$ cat config.mk
export PLATFORM = sky130hd
export DESIGN_NAME = envelope_onset_detector
export DESIGN_NICKNAME = d
export VERILOG_FILES = /design/src/sv/envod_pkg.sv /design/src/sv/envod_apb_regs.sv /design/src/sv/envod_env_core.sv /design/src/sv/envelope_onset_detector.sv
export SDC_FILE = /design/constraint.sdc
export NUM_CORES = 2
export LEC_CHECK = 0
export BUFFER_PORTS_ARGS = -buffer_cell sky130_fd_sc_hd__buf_2
export CAP_MARGIN = 30
export CORE_MARGIN = 8
export CORE_UTILIZATION = 59
export CTS_BUF_LIST = sky130_fd_sc_hd__clkbuf_4 sky130_fd_sc_hd__clkbuf_8
export DETAILED_ROUTE_END_ITERATION = 10
export GPL_TIMING_DRIVEN = 0
export PLACE_DENSITY = 0.78
export SYNTH_ARGS = -nofsm -noshare
export SYNTH_HDL_FRONTEND = slang
export SYNTH_SLANG_ARGS = --single-unit
$ cat constraint.sdc
create_clock -name aclk -period 28.2 [get_ports aclk]
set_input_delay 2.82 -clock aclk [delete_from_list [all_inputs] [get_ports aclk]]
set_output_delay 2.82 -clock aclk [all_outputs]
set_load 0.005 [all_outputs]
$ cat src/sv/envod_pkg.sv
// envod_pkg: shared constants, register codes and the configuration struct
// for the envelope onset detector. Depends on nothing.
package envod_pkg;

    // default widths of the sample and timestamp fields
    localparam int SAMPLE_BITS_DEF = 16;
    localparam int TIME_BITS_DEF   = 48;

    // fixed field widths
    localparam int GAIN_W   = 16;
    localparam int THRESH_W = 15;
    localparam int COUNT_W  = 16;
    localparam int FRAC_W   = 16;

    // register port
    localparam int APB_DATA_W = 32;
    localparam int APB_ADDR_W = 4;

    // register reset values
    localparam logic [GAIN_W-1:0]   ATTACK_GAIN_RST     = 16'd19661;
    localparam logic [GAIN_W-1:0]   RELEASE_GAIN_RST    = 16'd131;
    localparam logic [THRESH_W-1:0] ONSET_THRESHOLD_RST = 15'd1638;
    localparam logic [COUNT_W-1:0]  QUIET_RUN_MIN_RST   = 16'd4800;

    // register indexes (byte address / 4)
    typedef enum logic [1:0] {
        REG_ATTACK_GAIN     = 2'd0,
        REG_RELEASE_GAIN    = 2'd1,
        REG_ONSET_THRESHOLD = 2'd2,
        REG_QUIET_RUN_MIN   = 2'd3
    } reg_idx_t;

    typedef struct packed {
        logic [GAIN_W-1:0]   attack_gain;
        logic [GAIN_W-1:0]   release_gain;
        logic [THRESH_W-1:0] onset_threshold;
        logic [COUNT_W-1:0]  quiet_run_min;
    } cfg_t;

endpackage

$ cat src/sv/envod_apb_regs.sv
// envod_apb_regs: configuration registers behind an apb-style port.
// Depends on envod_pkg.
module envod_apb_regs (
    input  logic                               aclk,
    input  logic                               aresetn,
    input  logic                               psel,
    input  logic                               penable,
    input  logic                               pwrite,
    input  logic [envod_pkg::APB_ADDR_W-1:0]   paddr,
    input  logic [envod_pkg::APB_DATA_W-1:0]   pwdata,
    output logic [envod_pkg::APB_DATA_W-1:0]   prdata,
    output logic                               pready,
    output envod_pkg::cfg_t                    cfg
);

    envod_pkg::cfg_t     cfg_reg;
    envod_pkg::reg_idx_t idx;
    logic                wr_en;

    assign pready = 1'b1;
    assign idx    = envod_pkg::reg_idx_t'(paddr[3:2]);
    assign wr_en  = psel && penable && pwrite && pready;
    assign cfg    = cfg_reg;

    always_ff @(posedge aclk) begin
        if (!aresetn) begin
            cfg_reg.attack_gain     <= envod_pkg::ATTACK_GAIN_RST;
            cfg_reg.release_gain    <= envod_pkg::RELEASE_GAIN_RST;
            cfg_reg.onset_threshold <= envod_pkg::ONSET_THRESHOLD_RST;
            cfg_reg.quiet_run_min   <= envod_pkg::QUIET_RUN_MIN_RST;
        end else if (wr_en) begin
            case (idx)
                envod_pkg::REG_ATTACK_GAIN: begin
                    cfg_reg.attack_gain <= pwdata[envod_pkg::GAIN_W-1:0];
                end
                envod_pkg::REG_RELEASE_GAIN: begin
                    cfg_reg.release_gain <= pwdata[envod_pkg::GAIN_W-1:0];
                end
                envod_pkg::REG_ONSET_THRESHOLD: begin
                    cfg_reg.onset_threshold <= pwdata[envod_pkg::THRESH_W-1:0];
                end
                envod_pkg::REG_QUIET_RUN_MIN: begin
                    cfg_reg.quiet_run_min <= pwdata[envod_pkg::COUNT_W-1:0];
                end
                default: begin
                end
            endcase
        end
    end

    always_comb begin
        case (idx)
            envod_pkg::REG_ATTACK_GAIN: begin
                prdata = envod_pkg::APB_DATA_W'(cfg_reg.attack_gain);
            end
            envod_pkg::REG_RELEASE_GAIN: begin
                prdata = envod_pkg::APB_DATA_W'(cfg_reg.release_gain);
            end
            envod_pkg::REG_ONSET_THRESHOLD: begin
                prdata = envod_pkg::APB_DATA_W'(cfg_reg.onset_threshold);
            end
            envod_pkg::REG_QUIET_RUN_MIN: begin
                prdata = envod_pkg::APB_DATA_W'(cfg_reg.quiet_run_min);
            end
            default: begin
                prdata = '0;
            end
        endcase
    end

endmodule

$ cat src/sv/envod_env_core.sv
// envod_env_core: magnitude, attack/release envelope, quiet-run counter and
// onset decision for one sample per step. Depends on envod_pkg.
module envod_env_core #(
    parameter int SAMPLE_BITS = envod_pkg::SAMPLE_BITS_DEF
) (
    input  logic                   aclk,
    input  logic                   aresetn,
    input  logic                   step,
    input  logic [SAMPLE_BITS-1:0] sample,
    input  logic                   silent,
    input  envod_pkg::cfg_t        cfg,
    output logic                   onset
);

    localparam int ENV_W = SAMPLE_BITS - 1 + envod_pkg::FRAC_W;
    localparam int D_W   = ENV_W + 1;
    localparam int P_W   = D_W + envod_pkg::GAIN_W + 1;
    localparam int THR_W = envod_pkg::THRESH_W + envod_pkg::FRAC_W;
    localparam int CMP_W = (ENV_W > THR_W) ? ENV_W : THR_W;

    logic [ENV_W-1:0]              env_reg, env_next;
    logic [envod_pkg::COUNT_W-1:0] quiet_reg, quiet_next;

    logic [SAMPLE_BITS-1:0]    raw_mag;
    logic [SAMPLE_BITS-2:0]    mag;
    logic [ENV_W-1:0]          target;
    logic                      rising;
    logic [envod_pkg::GAIN_W-1:0] gain;
    logic signed [D_W-1:0]     diff;
    logic signed [P_W-1:0]     prod;
    logic [D_W-1:0]            step_amt;
    logic [D_W:0]              env_sum;
    logic [CMP_W-1:0]          env_cmp, thr_cmp;
    logic                      loud;

    // two's complement magnitude; the most negative code saturates
    assign raw_mag = sample[SAMPLE_BITS-1] ? (~sample + SAMPLE_BITS'(1)) : sample;
    assign mag     = silent ? '0 :
                     (raw_mag[SAMPLE_BITS-1] ? '1 : raw_mag[SAMPLE_BITS-2:0]);
    assign target  = {mag, {envod_pkg::FRAC_W{1'b0}}};

    assign rising = target > env_reg;
    assign gain   = rising ? cfg.attack_gain : cfg.release_gain;
    assign diff   = $signed({1'b0, target}) - $signed({1'b0, env_reg});
    assign prod   = $signed({1'b0, gain}) * diff;

    // arithmetic shift floors toward minus infinity; gain below one keeps
    // the scaled step inside the width of the difference
    assign step_amt = prod[envod_pkg::FRAC_W +: D_W];
    // gain below one keeps the sum between the old level and the target
    assign env_sum  = {2'b00, env_reg} + {step_amt[D_W-1], step_amt};
    assign env_next = env_sum[ENV_W-1:0];

    assign env_cmp = CMP_W'(env_next);
    assign thr_cmp = CMP_W'({cfg.onset_threshold, {envod_pkg::FRAC_W{1'b0}}});
    assign loud    = env_cmp > thr_cmp;
    assign onset   = loud && (quiet_reg >= cfg.quiet_run_min);

    always_comb begin
        if (loud) begin
            quiet_next = '0;
        end else if (quiet_reg != '1) begin
            quiet_next = quiet_reg + envod_pkg::COUNT_W'(1);
        end else begin
            quiet_next = quiet_reg;
        end
    end

    always_ff @(posedge aclk) begin
        if (!aresetn) begin
            env_reg   <= '0;
            quiet_reg <= '0;
        end else if (step) begin
            env_reg   <= env_next;
            quiet_reg <= quiet_next;
        end
    end

endmodule

$ cat src/sv/envelope_onset_detector.sv
// envelope_onset_detector: top level with input word register, envelope core,
// result register and configuration port. Depends on envod_pkg,
// envod_apb_regs and envod_env_core.
//
// Takes one audio word per clock and reports onsets. Each word carries a
// signed Q15 sample, a silent flag and a timestamp; the magnitude (zero when
// silent, saturated to the largest positive code) drives an attack/release
// envelope in Q15.16. When the envelope rises above onset_threshold after at
// least quiet_run_min quiet words, the word's timestamp comes out on the
// m_ side; most words produce no result. Throughput is one word per clock
// unless m_tready stalls: the envelope update (one 17 x 32 multiply and add)
// closes its feedback loop combinationally. m_tvalid comes from the result
// register, which is loaded from the input word register that accepted the
// word on the s_ side. Backpressure on m_tready stalls the input register
// and, through it, s_tready. Reset is synchronous
// on aresetn and clears the envelope, quiet count and registers to their
// documented defaults. Registers sit at byte addresses 0 (attack_gain),
// 4 (release_gain), 8 (onset_threshold) and 12 (quiet_run_min), and should
// only be written while no words are in flight.
module envelope_onset_detector #(
    parameter int SAMPLE_BITS = envod_pkg::SAMPLE_BITS_DEF,
    parameter int TIME_BITS   = envod_pkg::TIME_BITS_DEF
) (
    input  logic                              aclk,
    input  logic                              aresetn,
    // input word stream
    input  logic                              s_tvalid,
    output logic                              s_tready,
    // sample [SAMPLE_BITS-1:0], sample_time [SAMPLE_BITS+TIME_BITS-1:SAMPLE_BITS]
    input  logic [((SAMPLE_BITS+TIME_BITS+7)/8)*8-1:0] s_tdata,
    // silent
    input  logic                              s_tuser,
    // onset stream
    output logic                              m_tvalid,
    input  logic                              m_tready,
    // onset_time [TIME_BITS-1:0]
    output logic [((TIME_BITS+7)/8)*8-1:0]    m_tdata,
    // configuration port
    input  logic                              psel,
    input  logic                              penable,
    input  logic                              pwrite,
    input  logic [envod_pkg::APB_ADDR_W-1:0]  paddr,
    input  logic [envod_pkg::APB_DATA_W-1:0]  pwdata,
    output logic [envod_pkg::APB_DATA_W-1:0]  prdata,
    output logic                              pready
);

    localparam int M_TDATA_W = ((TIME_BITS + 7) / 8) * 8;

    envod_pkg::cfg_t cfg;

    // input word register
    logic                   in_valid_reg, in_valid_next;
    logic [SAMPLE_BITS-1:0] in_sample_reg;
    logic                   in_silent_reg;
    logic [TIME_BITS-1:0]   in_time_reg;

    // result register
    logic                   m_valid_reg, m_valid_next;
    logic [TIME_BITS-1:0]   out_time_reg;

    logic s_accept;
    logic advance;
    logic process;
    logic onset;

    envod_apb_regs u_regs (
        .aclk    (aclk),
        .aresetn (aresetn),
        .psel    (psel),
        .penable (penable),
        .pwrite  (pwrite),
        .paddr   (paddr),
        .pwdata  (pwdata),
        .prdata  (prdata),
        .pready  (pready),
        .cfg     (cfg)
    );

    envod_env_core #(
        .SAMPLE_BITS (SAMPLE_BITS)
    ) u_core (
        .aclk    (aclk),
        .aresetn (aresetn),
        .step    (process),
        .sample  (in_sample_reg),
        .silent  (in_silent_reg),
        .cfg     (cfg),
        .onset   (onset)
    );

    // result slot is free when empty or being taken this cycle
    assign advance  = !m_valid_reg || m_tready;
    // input register takes a new word whenever its current one moves on
    assign s_tready = !in_valid_reg || advance;
    assign s_accept = s_tvalid && s_tready;
    // the buffered word is evaluated and the envelope stepped
    assign process  = in_valid_reg && advance;

    always_comb begin
        if (s_accept) begin
            in_valid_next = 1'b1;
        end else if (advance) begin
            in_valid_next = 1'b0;
        end else begin
            in_valid_next = in_valid_reg;
        end
    end

    always_comb begin
        if (process) begin
            m_valid_next = onset;
        end else if (m_tready) begin
            m_valid_next = 1'b0;
        end else begin
            m_valid_next = m_valid_reg;
        end
    end

    always_ff @(posedge aclk) begin
        if (!aresetn) begin
            in_valid_reg <= 1'b0;
            m_valid_reg  <= 1'b0;
        end else begin
            in_valid_reg <= in_valid_next;
            m_valid_reg  <= m_valid_next;
        end
    end

    // payload registers, no reset
    always_ff @(posedge aclk) begin
        if (s_accept) begin
            in_sample_reg <= s_tdata[SAMPLE_BITS-1:0];
            in_silent_reg <= s_tuser;
            in_time_reg   <= s_tdata[SAMPLE_BITS+TIME_BITS-1:SAMPLE_BITS];
        end
        if (process && onset) begin
            out_time_reg <= in_time_reg;
        end
    end

    assign m_tvalid = m_valid_reg;
    assign m_tdata  = M_TDATA_W'(out_time_reg);

endmodule
==> results.toml <==
[synthesis]
synth_seq_area_share_pct = 19.6
async_reset_ff_share_pct = 0
post_synth.cell_area_avg_um2 = 9.08
yosys_warnings = 0
synth_top_area_share_pct = 33.2
synth_edf_count = 113
ys_top_cells_by_area = "fa_1 (33%), edfxtp_1 (12%), ha_1 (8.4%)"
synth_seq_cells = 225
synth_ff_type = "edfxtp_1"
yosys.area.top_type = "fa_1"
syn_inst = 3158
synth.distinct_cells = 69
synth_area_um2 = 28700

[clocking]
clkSlewWorstSetupHoldPaths_ps = 70
cts_setup_buffers = 0
cts_max_level = 2
clk_latency_ps = 570
tritoncts = "done"
cts.path.max_buffers = 3
cts_hold_buf = 0
cts_resized = 0
cts_inserted_buffers = 36
cts_root_buf = "clkbuf_8"
cts.sinks = 225

[die]
core_um2 = 48400
die-area_um2 = 55900
initial_utilization_pct = 59.2
rows = 81
die_h_um = 236
top_level_ports = 191
die_width_um = 236

[worst_setup_path]
cp-start-kind = "flip-flop"
critPathMaxStageDelay_ps = 750
r2r_setup_slack_ps = 10530
crit_arrival_ps = 18080
path_class = "reg2reg"
r2r_cells = 60
worstPathMaxFanout = 10
crit_required_ps = 28610
cp-end-kind = "flip-flop"
reg2reg_from = "in_sample_reg[0]"
r2r_end = "u_core.quiet_reg[13]"
crit_slowest_cell = "mux2i_1"

[timing]
rsz0062_at_grt = "false"
worst_pin_slew_ps = 1150
fin_crit_ps = 17670
fin_crit_sh_pct = 62.7
slew_headroom_pct = 22.6
drv_slew = 0
final.setup.tns_ps = 0
setup-violations-final = 0
fin_skew_ps = 60.8
finalHoldViolations = 0
clock.fmax_mhz = 56.6

[hold_path]
hold-path-cell-count = 0
hold_start = "in_time_reg[47]"
min_path_type = "reg2reg"
min_to = "m_tdata[47]"

[layout]
fin_nets = 4151
area_growth_pct = 8.88
final_common_cell = "inv_1"
final_cell_mix = "inv_1 (626), nand2_1 (523), fa_1 (476)"
drive_above_1_share_pct = 8.64
largest_register_ffs = 63

[route]
vias_per_cell = 5.62
drcViolationCount = 0
antenna_left = 0
wire_per_inst_um = 19.6
wirelength_um = 79000
drt_iter0_drc = 1962
dr.pass1.iters = 5
via_count = 22624

[run]
drv_cap = 0

[grt]
grt_max_degree = 34
grt_first_pass_wirelength_um = 126000
antenna_found_initial = 3
first_global_vias = 23547
gr-usage-all-layers_pct = 28.7
grt_overflow_total = 0

[place]
place.gp.congestion = 0.998
place.port_buffers = 153
dp_hpwl_um = 66000

[status]
status = "completed"
## synthesized netlist by cell type, types with 25 or more instances
cell      number
inv_1        626
o21ai_0       40
nand3_1       41
nor2_1       255
xor2_1        56
ha_1         192
nor2b_1       25
edfxtp_1     113
dfxtp_1      112
a21oi_1      145
fa_1         476
clkbuf_1     112
xnor2_1       95
nor3_1        27
and2_1        35
nand2_1      523
a21o_1        42
## metal layers
layer  track usage (%)  vias to the layer above  routed length, um
li1                  -                    10184                  -
met1              35.4                    10969              29600
met2              46.3                     1191              35900
met3              6.53                      280               8220
met4              16.3                        0               5310
met5                 0                        -                  0
## final cells by class
class,count,area (um2)
multi-input cells,2186,20200
fillers,4001,17200
flip-flops and latches,225,5640
inverters,626,2350
repair buffers,164,915
well taps,622,778
clock buffers,53,654
plain buffers,136,584
clock inverters,12,118
diodes,1,2.50
## stage by stage
stage	cell area, um2	hold slack [ps]	util (%)	setup WS [ps]	instances
floorplan	28700	400	-	13050	3173
global placement	30300	400	62.5	9060	3948
detailed placement	30400	405	62.8	10980	3958
CTS	31200	387	64.4	10890	4023
global route	31200	399	64.5	9710	4024
finish	31200	389	64.5	10530	4025
## worst max-delay path by stage
| stage | startpoint | endpoint | slack (ps) | depth (start not counted) |
|---|---|---|---|---|
| 3_3_place_gp | in_sample_reg[2] | m_tdata[0] | 9060 | 56 |
| 2_1_floorplan | in_sample_reg[0] | m_tdata[0] | 13050 | 56 |
| 3_5_place_dp | in_sample_reg[2] | u_core.quiet_reg[4] | 10980 | 60 |
| 5_1_grt | in_sample_reg[1] | u_core.quiet_reg[4] | 9710 | 60 |
| 6_report | in_sample_reg[0] | u_core.quiet_reg[13] | 10530 | 60 |
| 4_1_cts | in_sample_reg[0] | u_core.quiet_reg[4] | 10890 | 60 |
## worst max-delay path: cells and delay by family (launching register included)
kind / cells / cell delay [ps]
AOI/OAI and AO/OA: 16 / 4190
xor gates and xnor gates: 3 / 460
adders and majority gates: 10 / 4070
buffers and inverters: 9 / 2770
DFF: 1 / 380
muxes: 1 / 750
and+or+nand+nor: 21 / 4880
## cells by family after synthesis
family,synth area share [%]
flip-flops,19.6
multiplexers,2.25
other,0.0262
buffers and inverters,10.2
AO/OA/AOI/OAI,7.12
adder cells (fa/ha/maj),41.6
AND/OR/NAND/NOR,14.5
XOR/XNOR,4.61
Power is left out: the tool's default activity adds up to more than one toggle a clock period on the data nets, which glitch-free logic cannot reach.
